### config.mk
export PLATFORM = sky130hd
export DESIGN_NAME = i2c_master_bit_engine_core
export DESIGN_NICKNAME = d
export VERILOG_FILES = /design/src/i2cmbe_pkg.sv /design/src/i2cmbe_fsm.sv /design/src/i2c_master_bit_engine_core.sv
export SDC_FILE = /design/constraint.sdc
export NUM_CORES = 1
export LEC_CHECK = 0
export BUFFER_PORTS_ARGS = -buffer_cell sky130_fd_sc_hd__buf_2
export CAP_MARGIN = 20
export CORE_MARGIN = 4
export CORE_UTILIZATION = 44
export CTS_CLUSTER_DIAMETER = 80
export DETAILED_ROUTE_END_ITERATION = 12
export HOLD_SLACK_MARGIN = 0.15
export PLACE_DENSITY = 0.6
export SYNTH_ARGS = -nofsm -noshare
export SYNTH_HDL_FRONTEND = slang
export SYNTH_SLANG_ARGS = --single-unit
export TNS_END_PERCENT = 5
### constraint.sdc
create_clock -name clk_i -period 6.53 [get_ports clk_i]
set_input_delay 1.306 -clock clk_i [delete_from_list [all_inputs] [get_ports clk_i]]
set_output_delay 1.306 -clock clk_i [all_outputs]
set_load 0.005 [all_outputs]
### src/i2cmbe_pkg.sv
package i2cmbe_pkg;

  typedef enum logic [3:0] {
    PH_IDLE   = 4'd0,
    PH_S_HIGH = 4'd1,
    PH_S_LOW  = 4'd2,
    PH_P_LOW  = 4'd3,
    PH_P_HIGH = 4'd4,
    PH_W_DATA = 4'd5,
    PH_W_HIGH = 4'd6,
    PH_W_LOW  = 4'd7,
    PH_K_REL  = 4'd8,
    PH_K_HIGH = 4'd9,
    PH_K_POLL = 4'd10,
    PH_R_LOW  = 4'd11,
    PH_R_HIGH = 4'd12,
    PH_A_LOW  = 4'd13,
    PH_A_HIGH = 4'd14
  } phase_e;

  typedef enum logic [2:0] {
    ACT_NONE     = 3'd0,
    ACT_START    = 3'd1,
    ACT_STOP     = 3'd2,
    ACT_WRITE    = 3'd3,
    ACT_WAIT_ACK = 3'd4,
    ACT_READ     = 3'd5
  } action_e;

  // delay lengths as a left shift of the unit: 1, 2 or 4 units
  localparam logic [1:0] WAIT_1U = 2'd0;
  localparam logic [1:0] WAIT_2U = 2'd1;
  localparam logic [1:0] WAIT_4U = 2'd2;

  localparam logic CFG_UNIT_TICKS = 1'b0;
  localparam logic CFG_POLL_LIMIT = 1'b1;

  localparam logic [15:0] UNIT_TICKS_RST = 16'd100;
  localparam logic [7:0]  POLL_LIMIT_RST = 8'd250;

  typedef struct packed {
    logic [2:0] action;
    logic [7:0] tx_byte;
    logic       rd_ack;
    logic       sda_in;
  } in_t;

  typedef struct packed {
    logic       scl;
    logic       sda_out;
    logic       sda_drive;
    logic       busy_res;
    logic       done_res;
    logic [7:0] rx_byte;
    logic       ack_fail;
  } out_t;

endpackage

### src/i2cmbe_fsm.sv
module i2cmbe_fsm import i2cmbe_pkg::*; (
  input  logic        clk_i,
  input  logic        rst_ni,
  input  logic        step_i,
  input  in_t         in_i,
  input  logic [15:0] unit_ticks_i,
  input  logic [7:0]  poll_limit_i,
  output out_t        out_o
);

  phase_e      phase_q, phase_d;
  logic [19:0] delay_q, delay_d;
  logic [3:0]  bit_q, bit_d;
  logic [7:0]  shift_q, shift_d;
  logic [7:0]  poll_q, poll_d;
  logic        scl_q, scl_d;
  logic        sda_q, sda_d;
  logic        drive_q, drive_d;
  logic        ack_mode_q, ack_mode_d;
  logic        fail_q, fail_d;
  logic [7:0]  rx_q, rx_d;
  logic        done_q, done_d;

  logic        expired;
  logic [3:0]  bit_inc;
  logic        poll_out;
  logic        wait_load;
  logic [1:0]  wait_shift;
  logic [15:0] unit_eff;

  assign expired  = (delay_q <= 20'd1);
  assign bit_inc  = bit_q + 4'd1;
  assign poll_out = (poll_q >= poll_limit_i);
  assign unit_eff = (unit_ticks_i == 16'd0) ? 16'd1 : unit_ticks_i;

  // next phase and the wait that goes with it
  always_comb begin
    phase_d    = phase_q;
    wait_load  = 1'b0;
    wait_shift = WAIT_1U;
    if (phase_q == PH_IDLE) begin
      unique case (in_i.action)
        ACT_START: begin
          phase_d = PH_S_HIGH; wait_load = 1'b1; wait_shift = WAIT_4U;
        end
        ACT_STOP: begin
          phase_d = PH_P_LOW; wait_load = 1'b1; wait_shift = WAIT_4U;
        end
        ACT_WRITE: begin
          phase_d = PH_W_DATA; wait_load = 1'b1; wait_shift = WAIT_2U;
        end
        ACT_WAIT_ACK: begin
          phase_d = PH_K_REL; wait_load = 1'b1; wait_shift = WAIT_1U;
        end
        ACT_READ: begin
          phase_d = PH_R_LOW; wait_load = 1'b1; wait_shift = WAIT_2U;
        end
        default: ;
      endcase
    end else if (phase_q == PH_K_POLL) begin
      if (!in_i.sda_in) begin
        phase_d = PH_IDLE;
      end else if (poll_out) begin
        phase_d = PH_P_LOW; wait_load = 1'b1; wait_shift = WAIT_4U;
      end
    end else if (expired) begin
      unique case (phase_q)
        PH_S_HIGH: begin
          phase_d = PH_S_LOW; wait_load = 1'b1; wait_shift = WAIT_4U;
        end
        PH_P_LOW: begin
          phase_d = PH_P_HIGH; wait_load = 1'b1; wait_shift = WAIT_4U;
        end
        PH_W_DATA: begin
          phase_d = PH_W_HIGH; wait_load = 1'b1; wait_shift = WAIT_2U;
        end
        PH_W_HIGH: begin
          phase_d = PH_W_LOW; wait_load = 1'b1; wait_shift = WAIT_2U;
        end
        PH_W_LOW: begin
          if (bit_inc[3]) begin
            phase_d = PH_IDLE;
          end else begin
            phase_d = PH_W_DATA; wait_load = 1'b1; wait_shift = WAIT_2U;
          end
        end
        PH_K_REL: begin
          phase_d = PH_K_HIGH; wait_load = 1'b1; wait_shift = WAIT_1U;
        end
        PH_K_HIGH: phase_d = PH_K_POLL;
        PH_R_LOW: begin
          phase_d = PH_R_HIGH; wait_load = 1'b1; wait_shift = WAIT_1U;
        end
        PH_R_HIGH: begin
          phase_d    = bit_inc[3] ? PH_A_LOW : PH_R_LOW;
          wait_load  = 1'b1;
          wait_shift = WAIT_2U;
        end
        PH_A_LOW: begin
          phase_d = PH_A_HIGH; wait_load = 1'b1; wait_shift = WAIT_2U;
        end
        default: phase_d = PH_IDLE;
      endcase
    end
  end

  always_comb begin
    delay_d = delay_q;
    if (wait_load) begin
      delay_d = {4'd0, unit_eff} << wait_shift;
    end else if (phase_q != PH_IDLE && phase_q != PH_K_POLL) begin
      delay_d = expired ? 20'd0 : delay_q - 20'd1;
    end
  end

  // bus levels, shifter and status
  always_comb begin
    bit_d      = bit_q;
    shift_d    = shift_q;
    poll_d     = poll_q;
    scl_d      = scl_q;
    sda_d      = sda_q;
    drive_d    = drive_q;
    ack_mode_d = ack_mode_q;
    fail_d     = fail_q;
    rx_d       = rx_q;
    done_d     = 1'b0;
    if (phase_q == PH_IDLE) begin
      unique case (in_i.action)
        ACT_START: begin
          drive_d = 1'b1; sda_d = 1'b1; scl_d = 1'b1;
        end
        ACT_STOP: begin
          drive_d = 1'b1; scl_d = 1'b0; sda_d = 1'b0;
        end
        ACT_WRITE: begin
          drive_d = 1'b1;
          scl_d   = 1'b0;
          sda_d   = in_i.tx_byte[7];
          shift_d = {in_i.tx_byte[6:0], 1'b0};
          bit_d   = 4'd0;
        end
        ACT_WAIT_ACK: begin
          drive_d = 1'b0; sda_d = 1'b1; fail_d = 1'b0; poll_d = 8'd0;
        end
        ACT_READ: begin
          drive_d    = 1'b0;
          scl_d      = 1'b0;
          shift_d    = 8'd0;
          bit_d      = 4'd0;
          ack_mode_d = in_i.rd_ack;
        end
        default: ;
      endcase
    end else if (phase_q == PH_K_POLL) begin
      if (!in_i.sda_in) begin
        scl_d  = 1'b0;
        done_d = 1'b1;
      end else if (poll_out) begin
        // timeout: straight into a stop
        fail_d  = 1'b1;
        drive_d = 1'b1;
        scl_d   = 1'b0;
        sda_d   = 1'b0;
      end else begin
        poll_d = poll_q + 8'd1;
      end
    end else if (expired) begin
      unique case (phase_q)
        PH_S_HIGH: sda_d = 1'b0;
        PH_S_LOW: begin
          scl_d = 1'b0; done_d = 1'b1;
        end
        PH_P_LOW: begin
          scl_d = 1'b1; sda_d = 1'b1;
        end
        PH_P_HIGH: done_d = 1'b1;
        PH_W_DATA: scl_d = 1'b1;
        PH_W_HIGH: scl_d = 1'b0;
        PH_W_LOW: begin
          bit_d = bit_inc;
          if (bit_inc[3]) begin
            done_d = 1'b1;
          end else begin
            sda_d   = shift_q[7];
            shift_d = {shift_q[6:0], 1'b0};
          end
        end
        PH_K_REL: scl_d = 1'b1;
        PH_R_LOW: begin
          scl_d   = 1'b1;
          shift_d = {shift_q[6:0], in_i.sda_in};
        end
        PH_R_HIGH: begin
          bit_d = bit_inc;
          scl_d = 1'b0;
          if (bit_inc[3]) begin
            rx_d    = shift_q;
            drive_d = 1'b1;
            sda_d   = ~ack_mode_q;
          end
        end
        PH_A_LOW: scl_d = 1'b1;
        PH_A_HIGH: begin
          scl_d = 1'b0; done_d = 1'b1;
        end
        default: ;
      endcase
    end
  end

  always_ff @(posedge clk_i or negedge rst_ni) begin
    if (!rst_ni) begin
      phase_q    <= PH_IDLE;
      delay_q    <= 20'd0;
      bit_q      <= 4'd0;
      shift_q    <= 8'd0;
      poll_q     <= 8'd0;
      scl_q      <= 1'b1;
      sda_q      <= 1'b1;
      drive_q    <= 1'b1;
      ack_mode_q <= 1'b0;
      fail_q     <= 1'b0;
      rx_q       <= 8'd0;
      done_q     <= 1'b0;
    end else if (step_i) begin
      phase_q    <= phase_d;
      delay_q    <= delay_d;
      bit_q      <= bit_d;
      shift_q    <= shift_d;
      poll_q     <= poll_d;
      scl_q      <= scl_d;
      sda_q      <= sda_d;
      drive_q    <= drive_d;
      ack_mode_q <= ack_mode_d;
      fail_q     <= fail_d;
      rx_q       <= rx_d;
      done_q     <= done_d;
    end
  end

  // state only moves on an accepted transaction, so it doubles as the result register
  assign out_o.scl       = scl_q;
  assign out_o.sda_out   = sda_q;
  assign out_o.sda_drive = drive_q;
  assign out_o.busy_res  = (phase_q != PH_IDLE);
  assign out_o.done_res  = done_q;
  assign out_o.rx_byte   = rx_q;
  assign out_o.ack_fail  = fail_q;

endmodule

### src/i2c_master_bit_engine_core.sv
// Byte-level I2C master. Each input transaction is one tick of bus time and
// carries a command code, the byte to write, the ACK/NACK choice for a read
// and the sampled SDA level. Commands (start, stop, write, wait ack, read)
// are taken only while the engine is idle; anything else is ignored.
// Each input transaction produces exactly one output transaction holding the
// SCL/SDA levels after that tick, busy, a one-tick done pulse, the last
// received byte and the ACK timeout flag.
// Output: the result is registered and appears in the cycle after the input is taken.
// Throughput: one transaction per cycle while in_stall_o is low, set by the single state update
// stage whose registers also form the result register.
// in_stall_o is raised only while a result is held and out_stall_i is high;
// the held result does not change until it is taken.
// Configuration: cfg_we_i writes cfg_data_i to register cfg_idx_i
// (0 unit_ticks, 1 ack_poll_limit); write only while idle.
// Reset: bus released high with SDA driven, idle, unit_ticks 100,
// ack_poll_limit 250, no result pending.
module i2c_master_bit_engine_core import i2cmbe_pkg::*; (
  input  logic        clk_i,
  input  logic        rst_ni,
  input  logic        in_valid_i,
  output logic        in_stall_o,
  input  in_t         in_data_i,
  output logic        out_valid_o,
  input  logic        out_stall_i,
  output out_t        out_data_o,
  input  logic        cfg_we_i,
  input  logic        cfg_idx_i,
  input  logic [15:0] cfg_data_i
);

  logic [15:0] unit_ticks_q;
  logic [7:0]  poll_limit_q;
  logic        out_valid_q, out_valid_d;
  logic        step;

  assign in_stall_o = out_valid_q & out_stall_i;
  assign step       = in_valid_i & ~in_stall_o;

  always_ff @(posedge clk_i or negedge rst_ni) begin
    if (!rst_ni) begin
      unit_ticks_q <= UNIT_TICKS_RST;
      poll_limit_q <= POLL_LIMIT_RST;
    end else if (cfg_we_i) begin
      unique case (cfg_idx_i)
        CFG_UNIT_TICKS: unit_ticks_q <= cfg_data_i;
        CFG_POLL_LIMIT: poll_limit_q <= cfg_data_i[7:0];
        default: ;
      endcase
    end
  end

  always_comb begin
    if (step) begin
      out_valid_d = 1'b1;
    end else if (out_stall_i) begin
      out_valid_d = out_valid_q;
    end else begin
      out_valid_d = 1'b0;
    end
  end

  always_ff @(posedge clk_i or negedge rst_ni) begin
    if (!rst_ni) begin
      out_valid_q <= 1'b0;
    end else begin
      out_valid_q <= out_valid_d;
    end
  end

  i2cmbe_fsm u_fsm (
    .clk_i        (clk_i),
    .rst_ni       (rst_ni),
    .step_i       (step),
    .in_i         (in_data_i),
    .unit_ticks_i (unit_ticks_q),
    .poll_limit_i (poll_limit_q),
    .out_o        (out_data_o)
  );

  assign out_valid_o = out_valid_q;

  a_accept_gives_result: assert property (@(posedge clk_i) disable iff (!rst_ni)
    in_valid_i && !in_stall_o |=> out_valid_o)
    else $error("accepted transaction produced no result");

  a_taken_without_input_drains: assert property (@(posedge clk_i) disable iff (!rst_ni)
    out_valid_o && !out_stall_i && !in_valid_i |=> !out_valid_o)
    else $error("result repeated after it was taken");

  a_done_means_idle: assert property (@(posedge clk_i) disable iff (!rst_ni)
    out_valid_o && out_data_o.done_res |-> !out_data_o.busy_res)
    else $error("done reported while still busy");

  a_stalled_result_holds: assert property (@(posedge clk_i) disable iff (!rst_ni)
    out_valid_o && out_stall_i |=> out_valid_o && $stable(out_data_o))
    else $error("stalled result changed");

endmodule

After elaboration in Yosys (flattened, before gate mapping):

Cells that the tools add are included.

* word-level logic and storage cells: 186
* register bits after elaboration: 83
* bits of input ports: 35

* bitwise operators: 7
* $add $sub $neg: 3
* muxes and demuxes: 79
* magnitude comparators: 2
* shift operators: 1
* reduce and logical (&&, ||, !) cells: 43
* equality and inequality tests: 36

Operators by type and width (number)
* $mux W8: 9
* $mux W20: 3
* $mux W4: 10
* $pmux W4 S10: 1
* $mux W1: 36
* $pmux W8 S2: 2
* $eq A4 B4 Y1 const B: 7
* $le A20 B1 Y1 const B: 1
* $pmux W4 S5: 1
* $reduce_and A5 Y1: 4
* $shl A16 B2 Y20: 1
* $sub A20 B1 Y20 const B: 1
* $eq A4 B3 Y1 const B: 4
* $logic_not A16 Y1: 1
* $mux W16: 1
* $ne A3 B3 Y1 const B: 5
* $ne A4 B4 Y1 const B: 3
* $reduce_and A6 Y1: 2
* $reduce_bool A2 Y1: 6
* $reduce_bool A3 Y1: 4
* $reduce_or A2 Y1: 6
* $mux W2: 5
* $pmux W1 S2: 5
* $reduce_or A5 Y1: 2
* other kinds (33): 51

Logic depth before layout (Yosys ltp):

Gate-level depths: netlist of the first run.

* depth after elaboration: 8
* mapped depth: 11

Cells and area by module:

From an unflattened synthesis of the first run, not the netlist that was laid out.

* cells, all modules: 542
* area, all modules: 5230.0 µm²

Modules (own cells, without submodules)
* i2cmbe_fsm: sequential area each 1455.1 µm², instances 1, area each 4230.3 µm², cells each 486
* i2c_master_bit_engine_core: sequential area each 636.9 µm², instances 1, area each 999.7 µm², cells each 56

Least setup slack after synthesis of the first run:

No wires, ideal clock.

* path kind: input -> register
* from: input port in_data_i[11] (netlist bit)
* to: register u_fsm.delay_q[12]
* data arrival time: 3045 ps
* setup slack: 3408 ps
* path buffers: 1
* stages on the path: 7
* cells stage by stage: clkbuf_1 > or3_1 > and3_1 > a211o_1 > or4bb_1 > o221a_2 > o21ai_1

* cells in the longest elaborated chain, start to end: 6
* elaborated cells between the ends (all ways): 16
* classes of those cells: eq/ne: 5; shift: 1; mux: 5; reduce/logical: 5

RTL lines
* start: declaration: RTL line i2c_master_bit_engine_core.sv:22 `input in_t in_data_i,`
* $eq A3 B2 Y1 (tied with other cells): RTL line i2cmbe_fsm.sv:42 `unique case (in_i.action)`
* $reduce_or A2 Y1 (no line) or $reduce_or A5 Y1 (tied branches)
* $pmux W2 S2 or $mux W1 (tied branches): RTL line i2cmbe_fsm.sv:42
* $mux W2 or $mux W1 (tied branches): RTL line i2cmbe_fsm.sv:41 `if (phase_q == PH_IDLE) begin`
* $shl A16 B2 Y20 or $reduce_bool A2 Y1 (tied branches)
* $mux W20 or $reduce_and A2 Y1 (tied branches)
* end signal: assignment: RTL line i2cmbe_fsm.sv:228 `delay_q <= delay_d;`
* end: declaration: RTL line i2cmbe_fsm.sv:12 `logic [19:0] delay_q, delay_d;`

Parallel ways exist; a longest one is shown, timed or not.
A chain may end at the register's enable or synchronous reset.

Worst setup path in the final report of the first run:

* from: register u_fsm.phase_q[1]
* to: register u_fsm.shift_q[0]

* cells in the longest elaborated chain, start to end: 5
* elaborated cells between the ends (all ways): 14
* classes of those cells: eq/ne: 6; mux: 4; reduce/logical: 4

RTL lines
* start: declaration: RTL line i2cmbe_fsm.sv:11 `phase_e phase_q, phase_d;`
* start signal: assignment: RTL line i2cmbe_fsm.sv:227 `phase_q <= phase_d;`
* $eq A4 B4 Y1 or $eq A4 B3 Y1 (tied branches): RTL line i2cmbe_fsm.sv:169 `unique case (phase_q)`
* $pmux W8 S2: RTL line i2cmbe_fsm.sv:169
* $mux W8: RTL line i2cmbe_fsm.sv:168 `end else if (expired) begin`
* $mux W8: RTL line i2cmbe_fsm.sv:155 `end else if (phase_q == PH_K_POLL) begin`
* $mux W8: RTL line i2cmbe_fsm.sv:128 `if (phase_q == PH_IDLE) begin`
* end signal: assignment: RTL line i2cmbe_fsm.sv:230 `shift_q <= shift_d;`
* end: declaration: RTL line i2cmbe_fsm.sv:14 `logic [7:0] shift_q, shift_d;`

Parallel ways exist; a longest one is shown, timed or not. The select of a mux whose other input is x is not followed.

==> results.json, run 1 <==
{
  "setup_violations": 0,
  "fp.dieH_um": 117.3,
  "synth_fp_nets": 606,
  "rsz0062_at_grt": "false",
  "diodes": 0,
  "utilization_pct": 50.23,
  "fillCellCount": 1057,
  "crit_start": "u_fsm.phase_q[1]",
  "synth_area_um2": 5258,
  "synth-adder-area-share_pct": 3.570,
  "fin_crit_ns": 3.668,
  "synth_top_family_by_area": "simple AND/OR/NAND/NOR gates",
  "vias": 4261,
  "hold_buffers": 0,
  "cts_htree_levels": 3,
  "fin_hold_ws_ns": 0.4858,
  "max_cap_violations": 0,
  "critPathLaunchType": "register",
  "numCtsBuffers": 9,
  "min_period_over_period_pct": 56.17,
  "grt_pass1_vias": 4093,
  "cts-root-buf": "clkbuf_16",
  "path_class": "reg2reg",
  "route.detailed.drc": 0,
  "avgRoutedWirePerCell_um": 17.21,
  "grt_max_degree": 63,
  "synthCells": 556,
  "synth-xor-area-share_pct": 1.832,
  "cp.arrival_ns": 3.89,
  "syn_avg_cell_area_um2": 9.456,
  "ant_nets": 0,
  "synth_compound_area_share_pct": 18.44,
  "reg2reg_from": "u_fsm.phase_q[1]",
  "powerDensity_nw_per_um2": 383.3,
  "skew_ns": 0.006589,
  "critPathCapture": "u_fsm.shift_q[0]",
  "synthSimpleGateAreaFrac_pct": 19.63,
  "grt_antenna_before_repair": 0,
  "cts_buffer_depth": 2,
  "setup-tns-final_ns": 0,
  "grt_first_pass_wirelength_um": 20890,
  "final_common_cell": "dfrtp_1",
  "gp_congestion": 0.8900,
  "core_area_um2": 11560,
  "dr.pass1.iters": 4,
  "hpwl_um": 8990,
  "ys_types": 76,
  "post_cts_buffers": 0,
  "drt_iter0_drc": 297,
  "status": "complete, no violations",
  "worstPathRequired_ns": 6.75,
  "areaGrowthSynthToFinish_pct": 10.49,
  "seqCellArea_um2": 2092,
  "cp-end-kind": "register",
  "multi_input_area_um2": 2894,
  "drive_gt1_share_pct": 25.72,
  "rows": 39,
  "synth-main-ff-cell": "dfrtp_1",
  "cts_sinks": 83,
  "portBuffers": 50,
  "muxShareOfSynthArea_pct": 11.57,
  "cts_resized": 0,
  "worst_pin_slew_ns": 0.9995,
  "yosysSeqAreaShare_pct": 39.79,
  "nNetsFinal": 632,
  "ir_drop_uv": 176.2,
  "hold_viol_final": 0,
  "cts_tree": "done",
  "fmax_mhz": 272.6,
  "crit_path_max_fanout": 28,
  "synth_edf_count": 0,
  "yosysWarningCount": 0,
  "drt_wl_total_um": 12570,
  "dieWidth_um": 117.3,
  "dieArea_um2": 13760,
  "layout_common_cells": "71 x dfrtp_1, 52 x nor2_1, 49 x buf_2",
  "worstRegToRegCells": 7,
  "track_usage_pct": 18.27,
  "top_level_ports": 51,
  "clk_pin_slew_ns": 0.07,
  "max_slew_margin_pct": 32.89,
  "reg2reg_slack_ns": 2.86,
  "leakagePower_nw": 2.501,
  "start_util_pct": 45.46,
  "worstSkewPairLatency_ns": 0.34,
  "hold_path.class": "reg2reg",
  "synth-seq-cells": 83,
  "drv_slew": 0,
  "r2r-end": "u_fsm.shift_q[0]",
  "async_flop_share_pct": 100.0,
  "vias_per_cell": 5.837,
  "gr-total-overflow": 0
}
==> worst min path at each step <==
stage	to	startpoint	cells after the start
global placement	u_fsm.delay_q[18]	u_fsm.delay_q[18]	1
detailed placement	u_fsm.delay_q[18]	u_fsm.delay_q[18]	1
finish	u_fsm.delay_q[18]	u_fsm.delay_q[18]	1
CTS	u_fsm.delay_q[18]	u_fsm.delay_q[18]	1
floorplan	u_fsm.done_q	u_fsm.done_q	2
global route	u_fsm.delay_q[18]	u_fsm.delay_q[18]	1
==> metal layers <==
| layer | up-vias | track usage (%) | wire length (um) |
|---|---|---|---|
| li1 | 2078 | - | - |
| met1 | 2066 | 26.71 | 6188 |
| met2 | 106 | 28.40 | 5735 |
| met3 | 11 | 2.358 | 493 |
| met4 | 0 | 5.499 | 147 |
| met5 | - | 0 | 0 |
==> synthesized netlist by cell type (12+ instances only) <==
cell type  number  area share, %
nand2_1        42            3.0
mux2_2         46            9.9
nand3_1        14            1.3
a21oi_1        31            3.0
nor3_1         13            1.2
a22oi_1        12            1.7
inv_1          21            1.5
dfrtp_1        71             34
o21ai_0        37            3.5
clkbuf_1       16            1.1
nor2_1         52            3.7
dfstp_2        12            6.0
ha_1           15            3.6
==> layout make-up <==
| cell class | instances | area share, % |
|---|---|---|
| clock buffer | 9 | 3.877 |
| clock inverter | 7 | 0.9907 |
| inverter | 21 | 1.357 |
| multi-input combinational | 413 | 49.82 |
| sequential | 83 | 36.01 |
| tap | 143 | 3.080 |
| timing repair buffer | 54 | 4.868 |
==> flip-flops by register name (all words and copies together) (netlist names) <==
name	count
poll_limit_q	8
u_fsm.delay_q	20
u_fsm.poll_q	8
u_fsm.scl_q	1
u_fsm.bit_q	4
u_fsm.shift_q	8
u_fsm.sda_q	1
u_fsm.fail_q	1
unit_ticks_q	16
u_fsm.phase_q	4
u_fsm.ack_mode_q	1
u_fsm.drive_q	1
out_valid_o	1
u_fsm.rx_q	8
u_fsm.done_q	1
==> power by group <==
part | internal (mW) | total, mW | switching [mW]
clock network | 0.263 | 0.490 | 0.227
registers | 0.668 | 0.874 | 0.207
logic | 0.375 | 0.862 | 0.487
==> worst max-delay path: stages, from the launching register on <==
cell	delay [ns]
dfrtp_1	0.86
nor4_2	0.12
buf_4	0.22
inv_1	0.56
nand2_1	0.23
or4_4	0.50
a221oi_4	0.62
mux2_2	0.41
==> kinds of logic (layout without fill, tap and decap cells) <==
kind of cell,after synthesis,in the layout
AOI/OAI and AO/OA,144,144
xor gates and xnor gates,11,11
adders and majority gates,15,15
buffers and inverters,60,91
DFF,83,83
muxes,55,55
and+or+nand+nor,188,188
==> stage by stage <==
stage	cells	worst slack, ns	power, mW	instance area, um^2
6_report	730	2.862	2.227	5809
5_1_grt	730	2.695	2.395	5809
4_1_cts	730	2.865	2.236	5809
3_5_place_dp	714	2.875	1.734	5527
3_3_place_gp	714	2.922	1.714	5527
2_1_floorplan	556	3.408	1.536	5258
(Power assumes the default switching activity.)
==> run 2, diff against run 1 <==
==> constraint.sdc (replaced) <==
create_clock -name clk_i -period 3.5 [get_ports clk_i]
set_input_delay 0.7 -clock clk_i [delete_from_list [all_inputs] [get_ports clk_i]]
set_output_delay 0.7 -clock clk_i [all_outputs]
set_load 0.005 [all_outputs]
==> run 2 against run 1 <==
Compared with the run above:
- total power is 93% higher
- count of clock-buffer cells in the layout is 1 higher
- clock power is 100% higher
- sequential power is 80% higher
- non-clock buffer count is 14 higher
- clock skew is 0.0024 ns higher
- register-to-register slack worse by 2.3 ns
- first-iteration DRC count is 26% lower
- sequential share of layout area is 0.88 points lower
- cell count is 1.9% higher
- largest cell class unchanged
- highest routed layer unchanged
==> results.json, run 2 (synthesized netlist as in run 1, its figures left out) <==
{
  "setup_violations": 0,
  "rows": 39,
  "dr.pass1.iters": 5,
  "cts_buffer_depth": 2,
  "path_buf_inv": 1,
  "skew_ns": 0.009034,
  "worst_path_max_delay_cell": "or4bb_1",
  "final_common_cell": "dfrtp_1",
  "cts_sinks": 83,
  "drt_wl_total_um": 12970,
  "highest_layer": "met4",
  "cts_tree": "done",
  "slowest_delay_ns": 0.57,
  "vias": 4330,
  "ir_drop_uv": 274.8,
  "worstSkewPairLatency_ns": 0.34,
  "grt_max_degree": 82,
  "dieArea_um2": 13760,
  "post_cts_buffers": 0,
  "top_level_ports": 51,
  "setup-tns-final_ns": 0,
  "wl_met2_um": 5875,
  "worst_pin_slew_ns": 0.6290,
  "grt_pass1_vias": 4095,
  "nNetsFinal": 646,
  "cts_htree_levels": 3,
  "dieWidth_um": 117.3,
  "leakagePower_nw": 2.586,
  "hold_viol_final": 0,
  "placed_area_um2": 5624,
  "max_cap_violations": 0,
  "layout_common_cells": "71 x dfrtp_1, 52 x nor2_1, 49 x buf_2",
  "met1Wirelength_um": 6290,
  "hpwl_um": 9340,
  "grt_antenna_before_repair": 0,
  "path_class": "reg2reg",
  "worstPathRequired_ns": 3.77,
  "route.detailed.drc": 0,
  "crit_path_max_fanout": 17,
  "cts_resized": 0,
  "start_util_pct": 45.46,
  "cp-end-kind": "register",
  "gp_congestion": 0.8722,
  "track_usage_pct": 18.81,
  "status": "complete, no violations",
  "regMostFlops": "u_fsm.delay_q",
  "drv_slew": 0,
  "hold_path.class": "in2async",
  "gr-total-overflow": 0,
  "largest_registers": "u_fsm.delay_q (20), unit_ticks_q (16)",
  "ant_nets": 0,
  "areaGrowthSynthToFinish_pct": 13.26,
  "hold_buffers": 0,
  "avgRoutedWirePerCell_um": 17.43,
  "drive_gt1_share_pct": 27.29,
  "fmax_mhz": 344.8,
  "largest_register_ffs": 20,
  "numCtsBuffers": 9,
  "vias_per_cell": 5.820,
  "core_area_um2": 11560,
  "grt_first_pass_wirelength_um": 21510,
  "fin_crit_ns": 2.900,
  "clk_pin_slew_ns": 0.07,
  "postLayoutCellArea_um2": 5954,
  "drt_iter0_drc": 220,
  "utilization_pct": 51.49,
  "path_cells": "inv_1, ha_1, or4_1, a21oi_1, o31ai_2, a211o_1, or4bb_1, o221a_2, o21ai_1",
  "diodes": 0,
  "rsz0062_at_grt": "false",
  "critPathLaunchType": "register",
  "critPathTopFamily": "simple AND/OR/NAND/NOR gates",
  "cts-root-buf": "clkbuf_16",
  "powerDensity_nw_per_um2": 723.3,
  "wl_met3_um": 591,
  "max_slew_margin_pct": 57.87,
  "min_period_over_period_pct": 82.86,
  "portBuffers": 50,
  "cp.arrival_ns": 3.17,
  "fp.dieH_um": 117.3
}
run 2: path summary, 6_finish.rpt:
path,startpoint,to,slack (ns),depth (start not counted)
setup / recovery,poll_limit_q[4],u_fsm.delay_q[12],0.60,9
hold / removal,rst_ni,u_fsm.phase_q[0],0.25,1
setup reg to reg,poll_limit_q[4],u_fsm.delay_q[12],0.60,9
hold reg to reg,u_fsm.delay_q[18],u_fsm.delay_q[18],0.49,1
max in group asynchronous,rst_ni,unit_ticks_q[5],2.59,2
min in group clk_i,u_fsm.delay_q[18],u_fsm.delay_q[18],0.49,1
run 2: per-layer routing:
layer	GRT usage, %	up-vias
li1	-	2114
met1	27.94	2082
met2	28.32	121
met3	2.743	13
met4	5.865	0
met5	0	-
run 2: per-stage QoR:
| step | hold slack (ns) | total power, mW | std cells | setup WS [ns] |
|---|---|---|---|---|
| final | 0.2509 | 4.307 | 744 | 0.6001 |
| after global routing | 0.2636 | 4.614 | 744 | 0.3918 |
| after CTS | 0.4925 | 4.323 | 743 | 0.5980 |
| after detailed placement | 0.4772 | 3.325 | 727 | 0.5881 |
| after global placement | 0.4662 | 3.286 | 727 | 0.6296 |
| after floorplan | 0.4044 | 2.866 | 556 | 0.9432 |
run 2: where the power goes:
| group | total (mW) | leakage (nW) | switching (mW) | internal [mW] |
|---|---|---|---|---|
| clock | 0.983 | 0.141 | 0.420 | 0.563 |
| combinational | 1.75 | 1.43 | 0.988 | 0.763 |
| sequential | 1.57 | 1.01 | 0.326 | 1.25 |
| total | 4.31 | 2.59 | 1.73 | 2.57 |
run 2: worst register-to-register path: stages (launching register included):
cell and delay, ns:
dfstp_2 0.53, inv_1 0.04, ha_1 0.19, or4_1 0.51
a21oi_1 0.16, o31ai_2 0.11, a211o_1 0.50, or4bb_1 0.57
o221a_2 0.13, o21ai_1 0.10
run 2: cell type report:
cell class / count / area, um^2
flip-flops and latches: 83 / 2092
clock inverters: 6 / 73.82
repair buffers: 68 / 407.9
multi-input cells: 413 / 2894
clock buffers: 10 / 229.0
well taps: 143 / 178.9
inverters: 21 / 78.83
fillers: 1071 / 5610
==> run 3, diff against run 2 <==
--- a/config.mk
+++ b/config.mk
@@ -5,6 +5,7 @@
 export SDC_FILE = /design/constraint.sdc
 export NUM_CORES = 1
 export LEC_CHECK = 0
+export ABC_AREA = 1
 export BUFFER_PORTS_ARGS = -buffer_cell sky130_fd_sc_hd__buf_2
 export CAP_MARGIN = 20
 export CORE_MARGIN = 4
@@ -12,7 +13,7 @@
 export CTS_CLUSTER_DIAMETER = 80
 export DETAILED_ROUTE_END_ITERATION = 12
 export HOLD_SLACK_MARGIN = 0.15
-export PLACE_DENSITY = 0.6
+export PLACE_DENSITY = 0.62
 export SYNTH_ARGS = -nofsm -noshare
 export SYNTH_HDL_FRONTEND = slang
 export SYNTH_SLANG_ARGS = --single-unit
==> constraint.sdc (replaced) <==
create_clock -name clk_i -period 2.53 [get_ports clk_i]
set_input_delay 0.506 -clock clk_i [delete_from_list [all_inputs] [get_ports clk_i]]
set_output_delay 0.506 -clock clk_i [all_outputs]
set_load 0.005 [all_outputs]
==> run 3 against run 2 <==
Compared with the run above:
- global-route usage increased by 1.3 points
- utilization down 0.92 points
- flip-flop and latch count stayed put
- sequential share of layout area fell by 2.3 points
- design area up 7.2%
- critical endpoint is now out_data_o[10]
- worst setup slack worse by 0.47 ns
- non-clock buffer count down 2
- via count grew 19%
- combinational power is 98% higher
- register-to-register slack lost 0.41 ns
- critical path type is now reg2out
- area after synthesis grew 7.6%
- critical path depth down 2
==> results.json, run 3 <==
{
  "nNetsFinal": 875,
  "synthCells": 774,
  "ir_drop_uv": 465.5,
  "cts-root-buf": "clkbuf_16",
  "synth_common_cells": "192 x nand2_1, 101 x nor2_1, 79 x inv_1, 74 x nand3_1, 71 x dfrtp_1",
  "fin_hold_ws_ns": 0.2482,
  "synthTopCellsByArea": "dfrtp_1 31%, nand2_1 13%, nor2_1 6.7%",
  "numCtsBuffers": 9,
  "drive_gt1_share_pct": 19.40,
  "grt_antenna_before_repair": 0,
  "hpwl_um": 10670,
  "postLayoutCellArea_um2": 6381,
  "route.detailed.drc": 0,
  "seqCellArea_um2": 2092,
  "slowest_delay_ns": 0.47,
  "areaGrowthSynthToFinish_pct": 12.83,
  "portBuffers": 50,
  "utilization_pct": 50.57,
  "min_period_over_period_pct": 94.84,
  "synth-main-ff-cell": "dfrtp_1",
  "cts_buffer_depth": 2,
  "rsz0062_at_grt": "true",
  "yosysSeqAreaShare_pct": 36.99,
  "hold_viol_final": 0,
  "regMostFlops": "u_fsm.delay_q",
  "fp.dieH_um": 121.4,
  "clk_pin_slew_ns": 0.06,
  "vias_per_cell": 5.133,
  "gr-total-overflow": 0,
  "vias": 5143,
  "largest_register_ffs": 20,
  "cts_sinks": 83,
  "dieWidth_um": 121.4,
  "leakagePower_nw": 3.251,
  "grt_first_pass_wirelength_um": 23670,
  "cp-end-kind": "primary output",
  "grt_pass1_vias": 4865,
  "crit_path_max_fanout": 14,
  "drt_iter0_drc": 435,
  "path_buf_inv": 5,
  "synth_area_um2": 5655,
  "synth-seq-cells": 83,
  "setup_violations": 0,
  "final_common_cell": "nand2_1",
  "path_cells": "inv_2, nand2_2, inv_2, nand2_2, buf_4, buf_4, buf_2",
  "dieArea_um2": 14730,
  "drv_slew": 0,
  "top_level_ports": 51,
  "worstSkewPairLatency_ns": 0.35,
  "async_flop_share_pct": 100.0,
  "cts_htree_levels": 3,
  "skew_ns": 0.008506,
  "drt_wl_total_um": 14060,
  "synth_edf_count": 0,
  "start_util_pct": 44.81,
  "placed_area_um2": 6078,
  "yosysWarningCount": 0,
  "cts_tree": "done",
  "max_slew_margin_pct": 46.78,
  "worst_pin_slew_ns": 0.7982,
  "dr.pass1.iters": 5,
  "synth_top_area_cell": "dfrtp_1",
  "status": "complete, no violations",
  "critPathLaunchType": "register",
  "yosys.cell_count.top_type": "nand2_1",
  "path_class": "reg2out",
  "netlist.area_leader.share_pct": 31.42,
  "fin_crit_ns": 2.400,
  "largest_registers": "u_fsm.delay_q (20), unit_ticks_q (16)",
  "layout_common_cells": "192 x nand2_1, 100 x nor2_1, 79 x inv_1",
  "powerDensity_nw_per_um2": 1095,
  "diodes": 0,
  "syn_avg_cell_area_um2": 7.307,
  "stdcell_count": 1002,
  "fmax_mhz": 416.7,
  "ys_types": 47,
  "ant_nets": 0,
  "avgRoutedWirePerCell_um": 14.03,
  "placedCellCount": 986,
  "worstPathRequired_ns": 2.02,
  "rows": 41,
  "hold_path.class": "in2async",
  "core_area_um2": 12620,
  "synth_fp_nets": 824,
  "multi_input_area_um2": 3043,
  "fillCellCount": 1257,
  "worst_path_max_delay_cell": "dfrtp_1",
  "critPathTopFamily": "buffers and inverters",
  "track_usage_pct": 20.08,
  "max_cap_violations": 0,
  "grt_max_degree": 61,
  "gp_congestion": 0.9137,
  "cp.arrival_ns": 1.89
}
## run 3: worst paths after layout
kind                                        from                end  slack (ns)  depth (start not counted)
max in group asynchronous                 rst_ni      u_fsm.rx_q[4]        1.58                          2
worst max register to register   poll_limit_q[1]   u_fsm.delay_q[6]        0.19                         16
worst min-delay path                      rst_ni  u_fsm.delay_q[19]        0.25                          1
min in group clk_i                    in_valid_i        out_valid_o        0.36                          3
worst min register to register     u_fsm.rx_q[0]      u_fsm.rx_q[0]        0.48                          2
worst max-delay path            u_fsm.phase_q[0]     out_data_o[10]        0.13                          7
## run 3: cells by family (layout without fill, tap and decap cells)
family,Yosys count,after routing,synth area share (%)
adder cells (fa/ha/maj),15,15,3.319
buffers and inverters,118,174,9.248
multiplexers,13,13,2.588
AND/OR/NAND/NOR,428,428,34.65
AO/OA/AOI/OAI,98,98,10.27
XOR/XNOR,19,19,2.942
flip-flops,83,83,36.99
## run 3: report_power, final
part	switching [mW]	internal, mW
registers	0.414	1.75
logic	2.24	1.21
clock network	0.586	0.772
total	3.24	3.74
## run 3: layer usage
layer | track usage, % | part of all wire, % | wire, um | up-vias
met5 | 0 | 0 | 0 | -
met4 | 6.513 | 1.4 | 200 | 0
met3 | 3.683 | 5.0 | 705 | 12
met2 | 30.67 | 45 | 6323 | 134
met1 | 28.80 | 49 | 6827 | 2383
li1 | - | - | - | 2614
## run 3: area by class of cell
cell class                 count  area share [%]
clock buffer                   9           3.529
clock inverter                 7           1.176
inverter                      92           5.412
multi-input combinational    573           47.69
sequential                    83           32.78
tap                          172           3.373
timing repair buffer          66           6.039
## run 3: through the flow
stage	power [mW]	worst slack [ns]	TNS (ns)
floorplan	4.839	0.4345	0
global placement	5.535	0.2012	0
detailed placement	5.589	0.1802	0
CTS	6.985	0.1346	0
global route	7.603	-0.03775	-0.09870
finish	6.984	0.1304	0
## run 3: repair_timing
| action | 4_1_cts | 5_1_grt |
|---|---|---|
| buffers inserted | 0 | 0 |
| hold buffers | 0 | 0 |
| endpoints found under the setup margin | 0 | 8 |
| gates resized for setup | 0 | 2 |
